File: src/rtl/rria_pkg.sv
// Shared types and constants for the round-robin identifier allocator.
// Used by rria_map_ram and round_robin_id_allocator; depends on nothing.
`default_nettype none

package rria_pkg;

   // Default identifier width; identifiers 1 to 2^ID_BITS-1 are handed out.
   localparam int RRIA_ID_BITS_DEFAULT = 8;

   // Fixed widths of the transaction fields.
   localparam int RRIA_FIELD_BITS = 8;
   localparam int RRIA_OP_BITS    = 2;

   typedef enum logic [RRIA_OP_BITS-1:0] {
      OP_ALLOC        = 2'd0,
      OP_RELEASE_ID   = 2'd1,
      OP_RELEASE_LAST = 2'd2,
      OP_QUERY        = 2'd3
   } rria_op_type;

   typedef enum logic [2:0] {
      ST_CLEAR,
      ST_IDLE,
      ST_LOOKUP,
      ST_SCAN,
      ST_FINISH
   } rria_state_type;

   // Control of the allocation map port.
   typedef struct packed {
      logic rd_en;
      logic wr_en;
      logic wr_data;
   } rria_ram_ctl_type;

endpackage

`default_nettype wire

File: src/rtl/rria_map_ram.sv
// Single-port bit map of allocated identifiers with a registered read.
// Depends on rria_pkg for the port control struct.
`default_nettype none

module rria_map_ram #(
   parameter int ADDR_BITS = rria_pkg::RRIA_ID_BITS_DEFAULT
) (
   input  wire logic                      clock,
   input  wire logic [ADDR_BITS-1:0]      addr,
   input  wire rria_pkg::rria_ram_ctl_type ctl,
   output logic                           rd_data
);

   localparam int DEPTH = 1 << ADDR_BITS;

   logic mem [DEPTH];
   logic rd_data_ff;

   always_ff @(posedge clock) begin
      if (ctl.wr_en) begin
         mem[addr] <= ctl.wr_data;
      end
      if (ctl.rd_en) begin
         rd_data_ff <= mem[addr];
      end
   end

   assign rd_data = rd_data_ff;

endmodule

`default_nettype wire

File: src/rtl/round_robin_id_allocator.sv
// Round-robin identifier allocator: sequencer, state registers and result register.
// Depends on rria_pkg and instantiates rria_map_ram for the allocation map.
//
//   Channel   Direction  Handshake            Payload
//   req_      in         req_valid/req_stall  req_operation[1:0], req_id[7:0]
//   rsp_      out        rsp_valid/rsp_stall  rsp_result_id[7:0], rsp_ok
//
// After reset the map is cleared one entry per cycle, all 2^ID_BITS entries;
// req_stall stays high during that pass.
// An allocate transaction probes map entries one per cycle through the single
// map port, at most 2^ID_BITS-1 of them, and then finishes.
// Release, release-last and query go through a map lookup; a request that needs no
// map lookup goes straight to the finish state. One transaction is in flight at a time.
// A finished result waits in the rsp_ register while rsp_stall is high, and the
// next request may be accepted during that wait.
`default_nettype none

module round_robin_id_allocator #(
   parameter int ID_BITS = rria_pkg::RRIA_ID_BITS_DEFAULT
) (
   input  wire logic                                clock,
   input  wire logic                                reset,
   input  wire logic                                req_valid,
   output logic                                     req_stall,
   input  wire logic [rria_pkg::RRIA_OP_BITS-1:0]    req_operation,
   input  wire logic [rria_pkg::RRIA_FIELD_BITS-1:0] req_id,
   output logic                                     rsp_valid,
   input  wire logic                                rsp_stall,
   output logic [rria_pkg::RRIA_FIELD_BITS-1:0]      rsp_result_id,
   output logic                                     rsp_ok
);

   localparam int FIELD_BITS = rria_pkg::RRIA_FIELD_BITS;

   // The highest identifier; also the largest number that can be allocated.
   localparam logic [ID_BITS-1:0] ID_MAX = '1;
   localparam logic [ID_BITS-1:0] ID_ONE = {{(ID_BITS-1){1'b0}}, 1'b1};

   // The search steps forward and wraps from the highest identifier back to 1,
   // so identifier 0 is never probed.
   function automatic logic [ID_BITS-1:0] next_pos(input logic [ID_BITS-1:0] p);
      return (p == ID_MAX) ? ID_ONE : p + ID_ONE;
   endfunction

   // Fit an identifier into the result field (zero extend or truncate).
   function automatic logic [FIELD_BITS-1:0] to_field(input logic [ID_BITS-1:0] v);
      logic [ID_BITS+FIELD_BITS-1:0] t;
      t = {{FIELD_BITS{1'b0}}, v};
      return t[FIELD_BITS-1:0];
   endfunction

   // Reduce the requested identifier to the map's address width.
   function automatic logic [ID_BITS-1:0] to_key(input logic [FIELD_BITS-1:0] v);
      logic [ID_BITS+FIELD_BITS-1:0] t;
      t = {{ID_BITS{1'b0}}, v};
      return t[ID_BITS-1:0];
   endfunction

   // Control state.
   rria_pkg::rria_state_type state_ff, state_in;
   logic [ID_BITS-1:0]       clr_addr_ff, clr_addr_in;
   logic [ID_BITS-1:0]       search_ff, search_in;
   logic [ID_BITS-1:0]       count_ff, count_in;
   logic [ID_BITS-1:0]       recent_ff, recent_in;
   logic                     rsp_valid_ff, rsp_valid_in;

   // Per-transaction working registers.
   rria_pkg::rria_op_type    op_ff, op_in;
   logic [ID_BITS-1:0]       key_ff, key_in;
   logic [ID_BITS-1:0]       probe_ff, probe_in;
   logic [FIELD_BITS-1:0]    res_id_ff, res_id_in;
   logic                     res_ok_ff, res_ok_in;
   logic [FIELD_BITS-1:0]    rsp_result_id_ff, rsp_result_id_in;
   logic                     rsp_ok_ff, rsp_ok_in;

   // Map port.
   logic [ID_BITS-1:0]         ram_addr;
   rria_pkg::rria_ram_ctl_type ram_ctl;
   logic                       ram_rd_data;

   logic               accept;
   logic               rsp_load;
   logic [ID_BITS-1:0] start_pos;
   logic [ID_BITS-1:0] scan_next;
   logic [ID_BITS-1:0] req_key;

   rria_map_ram #(
      .ADDR_BITS(ID_BITS)
   ) u_map (
      .clock  (clock),
      .addr   (ram_addr),
      .ctl    (ram_ctl),
      .rd_data(ram_rd_data)
   );

   assign req_stall = (state_ff != rria_pkg::ST_IDLE);
   assign accept    = req_valid && !req_stall;
   assign rsp_load  = (state_ff == rria_pkg::ST_FINISH) && (!rsp_valid_ff || !rsp_stall);
   assign start_pos = next_pos(search_ff);
   assign scan_next = next_pos(probe_ff);
   assign req_key   = to_key(req_id);

   // Sequencer: clear pass, request decode, map lookup, forward scan, result hand-off.
   always_comb begin
      state_in    = state_ff;
      clr_addr_in = clr_addr_ff;
      search_in   = search_ff;
      count_in    = count_ff;
      recent_in   = recent_ff;
      op_in       = op_ff;
      key_in      = key_ff;
      probe_in    = probe_ff;
      res_id_in   = res_id_ff;
      res_ok_in   = res_ok_ff;
      ram_addr    = key_ff;
      ram_ctl     = '0;

      case (state_ff)
         rria_pkg::ST_CLEAR: begin
            ram_addr        = clr_addr_ff;
            ram_ctl.wr_en   = 1'b1;
            ram_ctl.wr_data = 1'b0;
            clr_addr_in     = clr_addr_ff + ID_ONE;
            if (clr_addr_ff == ID_MAX) begin
               state_in = rria_pkg::ST_IDLE;
            end
         end

         rria_pkg::ST_IDLE: begin
            if (accept) begin
               op_in     = rria_pkg::rria_op_type'(req_operation);
               key_in    = req_key;
               res_id_in = req_id;
               res_ok_in = 1'b0;
               case (rria_pkg::rria_op_type'(req_operation))
                  rria_pkg::OP_ALLOC: begin
                     res_id_in = '0;
                     if (count_ff == ID_MAX) begin
                        // Every identifier is in use: fail without scanning.
                        state_in = rria_pkg::ST_FINISH;
                     end else begin
                        probe_in      = start_pos;
                        ram_addr      = start_pos;
                        ram_ctl.rd_en = 1'b1;
                        state_in      = rria_pkg::ST_SCAN;
                     end
                  end
                  rria_pkg::OP_RELEASE_LAST: begin
                     key_in    = recent_ff;
                     res_id_in = to_field(recent_ff);
                     if (recent_ff == '0) begin
                        state_in = rria_pkg::ST_FINISH;
                     end else begin
                        ram_addr      = recent_ff;
                        ram_ctl.rd_en = 1'b1;
                        state_in      = rria_pkg::ST_LOOKUP;
                     end
                  end
                  default: begin
                     // Release of a given identifier and query both look the key up.
                     if (req_key == '0) begin
                        state_in = rria_pkg::ST_FINISH;
                     end else begin
                        ram_addr      = req_key;
                        ram_ctl.rd_en = 1'b1;
                        state_in      = rria_pkg::ST_LOOKUP;
                     end
                  end
               endcase
            end
         end

         rria_pkg::ST_LOOKUP: begin
            ram_addr = key_ff;
            state_in = rria_pkg::ST_FINISH;
            if (ram_rd_data) begin
               res_ok_in = 1'b1;
               case (op_ff)
                  rria_pkg::OP_RELEASE_ID: begin
                     ram_ctl.wr_en   = 1'b1;
                     ram_ctl.wr_data = 1'b0;
                     count_in        = count_ff - ID_ONE;
                  end
                  rria_pkg::OP_RELEASE_LAST: begin
                     ram_ctl.wr_en   = 1'b1;
                     ram_ctl.wr_data = 1'b0;
                     count_in        = count_ff - ID_ONE;
                     recent_in       = '0;
                  end
                  default: begin
                     // Query only reports the bit.
                  end
               endcase
            end
         end

         rria_pkg::ST_SCAN: begin
            // The read data belongs to probe_ff. Since the count is below the
            // maximum, a free entry is always found before the scan comes around.
            if (!ram_rd_data) begin
               ram_addr        = probe_ff;
               ram_ctl.wr_en   = 1'b1;
               ram_ctl.wr_data = 1'b1;
               count_in        = count_ff + ID_ONE;
               search_in       = probe_ff;
               recent_in       = probe_ff;
               res_id_in       = to_field(probe_ff);
               res_ok_in       = 1'b1;
               state_in        = rria_pkg::ST_FINISH;
            end else begin
               ram_addr      = scan_next;
               ram_ctl.rd_en = 1'b1;
               probe_in      = scan_next;
            end
         end

         rria_pkg::ST_FINISH: begin
            if (rsp_load) begin
               state_in = rria_pkg::ST_IDLE;
            end
         end

         default: begin
            state_in = rria_pkg::ST_IDLE;
         end
      endcase
   end

   // Result register: loads when the finished transaction can move out.
   always_comb begin
      rsp_valid_in     = rsp_valid_ff && rsp_stall;
      rsp_result_id_in = rsp_result_id_ff;
      rsp_ok_in        = rsp_ok_ff;
      if (rsp_load) begin
         rsp_valid_in     = 1'b1;
         rsp_result_id_in = res_id_ff;
         rsp_ok_in        = res_ok_ff;
      end
   end

   always_ff @(posedge clock) begin
      if (reset) begin
         state_ff     <= rria_pkg::ST_CLEAR;
         clr_addr_ff  <= '0;
         search_ff    <= '0;
         count_ff     <= '0;
         recent_ff    <= '0;
         rsp_valid_ff <= 1'b0;
      end else begin
         state_ff     <= state_in;
         clr_addr_ff  <= clr_addr_in;
         search_ff    <= search_in;
         count_ff     <= count_in;
         recent_ff    <= recent_in;
         rsp_valid_ff <= rsp_valid_in;
      end
   end

   always_ff @(posedge clock) begin
      op_ff            <= op_in;
      key_ff           <= key_in;
      probe_ff         <= probe_in;
      res_id_ff        <= res_id_in;
      res_ok_ff        <= res_ok_in;
      rsp_result_id_ff <= rsp_result_id_in;
      rsp_ok_ff        <= rsp_ok_in;
   end

   assign rsp_valid     = rsp_valid_ff;
   assign rsp_result_id = rsp_result_id_ff;
   assign rsp_ok        = rsp_ok_ff;

endmodule

`default_nettype wire

File: config.mk
export PLATFORM = sky130hd
export DESIGN_NAME = round_robin_id_allocator
export DESIGN_NICKNAME = d
export VERILOG_FILES = /design/src/rtl/rria_pkg.sv /design/src/rtl/rria_map_ram.sv /design/src/rtl/round_robin_id_allocator.sv
export SDC_FILE = /design/constraint.sdc
export NUM_CORES = 1
export LEC_CHECK = 0
export BUFFER_PORTS_ARGS = -buffer_cell sky130_fd_sc_hd__buf_2
export CAP_MARGIN = 20
export CORE_MARGIN = 5
export CORE_UTILIZATION = 65
export CTS_CLUSTER_DIAMETER = 120
export DETAILED_ROUTE_END_ITERATION = 6
export PLACE_DENSITY = 0.85
export REMOVE_ABC_BUFFERS = 1
export SETUP_SLACK_MARGIN = 0.4
export SLEW_MARGIN = 0
export SYNTH_ARGS = -nofsm -noshare
export SYNTH_HDL_FRONTEND = slang
export SYNTH_SLANG_ARGS = --single-unit
File: constraint.sdc
create_clock -name clock -period 13 [get_ports clock]
set_input_delay 1.95 -clock clock [delete_from_list [all_inputs] [get_ports clock]]
set_output_delay 1.95 -clock clock [all_outputs]
set_load 0.05 [all_outputs]
After elaboration in Yosys (flattened, before gate mapping):

Memory sizes are Yosys's and may differ from the RTL's. A register that Yosys moved wholly into a read port is not among the register bits.
Index checks and enable logic that the tools add are counted.

* memories: 1
* ROM bits: 0
* register bits after elaboration: 72
* memory bits (writable): 256
* bits in latches: 0
* output and inout bits: 11
* logic and storage cells: 116
* input port bits: 14

* $mul: 0
* bitwise gates (word level): 1
* mux-type cells: 52
* $lt $le $gt $ge: 0
* shifts and indexed selects: 0
* add/sub/neg operators: 5
* reductions and logical operators: 23
* eq/ne operators: 21
* divide/modulo/power cells: 0

Memory list
* u_map.mem: words 256, bits a word 1, rd ports 1, clocked after Yosys merged registers in 1, wr ports 1, line rria_map_ram.sv:16 `logic mem [DEPTH];`

Operators by type and width (number)
* $mux W8: 18
* $pmux W8 S2: 6
* $add A8 B1 Y8 const B: 4
* $eq A8 B8 Y1 const B: 4
* $pmux W8 S3: 1
* $mux W3: 7
* $reduce_and A4 Y1: 5
* $logic_not A8 Y1: 2
* $pmux W3 S5: 1
* $ne A2 B2 Y1 const B: 7
* $mux W1: 11
* $sub A8 B1 Y8 const B: 1
* $eq A3 B2 Y1 const B: 2
* $mux W2: 3
* $pmux W2 S3: 1
* $pmux W3 S2: 1
* $eq A2 B2 Y1 const B: 2
* $ne A2 B1 Y1 const B: 2
* $pmux W1 S2: 2
* $reduce_and A2 Y1: 2
* $reduce_bool A2 Y1: 2
* $eq A3 B1 Y1 const B: 1
* $eq A3 B3 Y1 const B: 1
* $logic_and A1 B1 Y1: 3
* 11 further kinds: 13

Logic depth before layout (Yosys ltp):

* word-level depth: 7
* mapped depth: 16
* mapped depth without buffers: 13

Cells and area by module:

A second synthesis with hierarchy kept.

* cells, all modules: 1170
* area total of the unflattened synthesis: 14961.8 µm²

By module, submodules not included
* rria_map_ram: times used 1, area each 11016.8 µm², cells each 748
* round_robin_id_allocator: times used 1, area each 3945.0 µm², cells each 422

Worst setup path after synthesis:

OpenSTA, ideal clock, no wires.

* path kind: reg-to-reg
* start point: reg state_ff[0]
* end point: mem u_map.mem[0], data pin
* stages on the path, launching flop included: 6
* path slack: 7.888 ns
* library setup time: 1.327 ns
* path buffers: 2
* data arrival time: 3.784 ns
* path through: dfxtp_1 > buf_2 > and3b_1 > buf_1 > nand2_1 > clkinv_1

RTL lines
* start: declaration: line round_robin_id_allocator.sv:60 `rria_pkg::rria_state_type state_ff, state_in;`
* start signal: assignment: line round_robin_id_allocator.sv:243 `state_ff <= rria_pkg::ST_CLEAR;`
* start signal: assignment: line round_robin_id_allocator.sv:250 `state_ff <= state_in;`
* end: declaration: line rria_map_ram.sv:16

Worst setup path in the final report:

* start point: in req_operation[0] in the netlist's numbering
* end point: reg u_map.rd_data_ff, in the netlist u_map.rd_data (read register of u_map.mem), data pin

* cells in the longest elaborated chain, start to end: 4
* elaborated cells between the ends (all ways): 8

RTL lines
* start: declaration: line round_robin_id_allocator.sv:25 `input wire logic [rria_pkg::RRIA_OP_BITS-1:0] req_operation,`
* $eq A2 B2 Y1 or $logic_not A2 Y1 (tied branches): line round_robin_id_allocator.sv:135 `case (rria_pkg::rria_op_type'(req_operation))`
* $pmux W8 S2 or $pmux W1 S2 (tied branches): line round_robin_id_allocator.sv:135
* $mux W8 or $mux W1 (tied branches): line round_robin_id_allocator.sv:130 `if (accept) begin`
* $pmux W8 S3 or $pmux W1 S2 (tied branches): line round_robin_id_allocator.sv:118 `case (state_ff)`
* end: declaration: line rria_map_ram.sv:17 `logic rd_data_ff;`

Parallel ways exist; a longest one is shown, timed or not.
A chain may end at the register's enable or synchronous reset.

==> run metrics <==
maximum vdd drop=0.110 mV; CTS tree=built; vias in the first global route=11236; full die area=27400 um2; Fmax=163 MHz; largest net degree at the start of global routing=166; post-CTS setup buffers=0; Post-CTS Resized=0; Slew Viols, Final=0; clk root buf=clkbuf_16; flops & latches, synth=329; Cells after DPL=1725; async set-or-reset flop fraction in the synthesized netlist=0%; Sinks on Clock Net=329; Worst path depth=14; final std cells w/o fill=1789; top_reg_cell synth=edfxtp_1; Hold Vio Cnt, Final=0; Min-Delay Startpoint=res_id_ff[7]$_DFFE_PP_; setup repair after global routing missed its margin=false; H-tree level count=2; Clock Latency Late Sink=0.53 ns; fillers=1686; share of cells above drive strength 1=8.12%; Initial Utilization=65.3%; largest delay contributor family on the critical path=buffers and inverters; crit end category=flip-flop; DRT Pass-1 Iters=5; Clk pin slew, worst setup/hold paths=0.06 ns; final setup fails=0; Top Ports=25; worst-path maximum fanout=66; Area growth syn-to-layout=8.54%; cell mode on critical path=buf_4; chip height=166 um; R2R Setup Slk=7.62 ns; first-pass GRT wire length=62.9 mm; drt drc=0; Core Footprint=24100 um2; register area=9520 um2; Total Routing Usage GR=28.6%; crit path cell chain=buf_2, nand2b_1, a21oi_1, o41ai_2, nor4_4, buf_4, buf_4, mux2i_1, mux4_2, nand2_1, o221ai_1, nand3b_1, o2111a_1, a311oi_1; Detail Route Antenna Nets=0; max-cap viol count=0; max incr delay on CP=0.75 ns; Mean Syn Cell Area=10.8 um2; multi-input logic area=5750 um2; Netlist cell types=78; FF-to-FF Start=state_ff[2]$_SDFFE_PP0P_; via count=11895; post-synthesis sequential area ratio=60.5%; critical path data arrival time=6.45 ns; TritonCTS buffer count=35; Tightest Pin Transition=1.13 ns; hold path cells=0; antenna diode count=0; Post-synth EDFFs=293; required time of the worst setup path=13.32 ns; initial antenna violation count=0; Worst R2R Path Depth=13; Mapped Cells=1459; Initial DRC Count=1871; Worst Hold End=rsp_result_id[7]$_DFFE_PP_; CP bufs+invs=3; Setup CP Type=in2reg; Yosys Warn Count=0; FP Rows=57; Post-Syn Area=15700 um2; largest area contributor in the netlist=edfxtp_1; Final min period=6.13 ns; Rel. slew slack=24.4%; Worst Hold Class=reg2reg; Startpoint Class=input pin; R2R Path End=u_map.rd_data$_DFFE_PP_; hold_buf cts=0; skew final=0.0221 ns; GR Overflow Total=0; Synth top area share=55.9%; PortBufs=24; Final period util=47.1%; wire length per cell=22.6 um; DRT Wirelength=40.4 mm; Lkg Pwr=6.16 nW; DP HPWL=24.0 mm; Via density=6.65; Fin Setup TNS=0 ns; CTS Buffer Depth=3; fin nets=1463; outcome=completed; GPL Wtd Cong=0.959; pwr dens=132 nW/um2; chip width=166 um; dominant cells by area after synthesis=edfxtp_1 (56%), nor2_1 (7.7%), nand2_1 (5.1%), mux2i_1 (4.8%), dfxtp_1 (4.6%); crit path max-delay cell type=buf_4
[metrics by stage]
stage	worst slack, ns	hold slack (ns)	area (um2)	power, mW	util [%]
finish	6.87	0.422	17100	2.26	70.9
global route	6.70	0.442	17100	2.32	70.9
floorplan	4.65	0.400	15300	1.25	-
global placement	6.77	0.401	15900	1.28	66.1
detailed placement	6.56	0.406	15900	1.29	66.1
CTS	7.02	0.420	17100	2.26	70.9
[cells in the final DEF, fill, tap and decap left out, types with 6 or more instances in the layout]
cell / instances
nor2b_1: 15
mux2i_1: 76
o32ai_1: 6
nor3_1: 9
or3_1: 12
buf_2: 24
ha_1: 10
clkinv_2: 6
dfxtp_1: 36
nand2_1: 212
o22ai_1: 7
o211ai_1: 9
inv_1: 7
a211oi_1: 14
clkbuf_1: 9
clkbuf_16: 35
xnor2_1: 7
edfxtp_1: 293
a21oi_1: 79
mux2_2: 9
a22oi_1: 8
nor2_1: 322
xor2_1: 11
nand4_1: 13
buf_4: 12
a311oi_1: 10
o21ai_0: 19
a32oi_1: 18
o21bai_1: 6
nand3_1: 19
a31oi_1: 20
and2_1: 14
[cells in the mapped netlist, types with 8 or more instances]
master and instances:
edfxtp_1 293, mux2i_1 76, and2_1 14, nand4_1 13, o211ai_1 9, or3_1 12, a32oi_1 18, a21oi_1 79
a211oi_1 14, buf_2 30, nor2b_1 15, dfxtp_1 36, ha_1 10, nor3_1 9, nor2_1 322, a31oi_1 20
a311oi_1 10, nand2_1 212, o21ai_0 20, a22oi_1 8, nand3_1 19, xor2_1 11, mux2_2 9, clkbuf_1 51
[sequential cells by signal, summed over array words and instances (netlist names)]
signal	cells
u_map.mem	256
clr_addr_ff	8
count_ff	8
key_ff	8
probe_ff	8
recent_ff	8
res_id_ff	8
rsp_result_id	8
search_ff	8
state_ff	3
op_ff	2
res_ok_ff	1
rsp_ok	1
rsp_valid	1
u_map.rd_data	1
[cell type report]
cell class / count / area share (%)
tap: 324 / 2.37
multi-input combinational: 1024 / 33.7
inverter: 12 / 0.293
clock buffer: 46 / 5.49
clock inverter: 18 / 1.21
sequential: 329 / 55.7
timing repair buffer: 36 / 1.23
[kinds of logic after synthesis]
logic type | share of synthesized area [%]
compound gates | 11.4
xor+xnor | 1.00
fa+ha+maj | 0.922
buf+inv | 3.03
flops | 60.5
mux | 5.62
simple gates | 17.5
[power breakdown]
part	internal (mW)	switching, mW
clock network	0.576	0.412
logic	0.0398	0.0926
registers	1.14	0.00167
[per-layer routing]
layer	vias to the layer above	GRT usage, %	part of all wire (%)	wire length, um
met5	-	0	0	0
met4	0	10.6	4.0	1640
met3	159	6.41	12	4970
met2	830	44.4	46	18600
met1	5670	40.1	38	15200
li1	5236	-	-	-
[how the worst max path moves through the flow]
stage | startpoint | endpoint | slack, ns
4_1_cts | req_operation[0] | u_map.rd_data$_DFFE_PP_ | 7.02
3_5_place_dp | req_operation[0] | u_map.mem[53]$_DFFE_PP_ | 6.56
6_report | req_operation[0] | u_map.rd_data$_DFFE_PP_ | 6.87
3_3_place_gp | req_operation[0] | u_map.mem[36]$_DFFE_PP_ | 6.77
5_1_grt | req_operation[0] | u_map.rd_data$_DFFE_PP_ | 6.70
2_1_floorplan | req_valid | u_map.rd_data$_DFFE_PP_ | 4.65
Power figures use the tool's default switching activity.
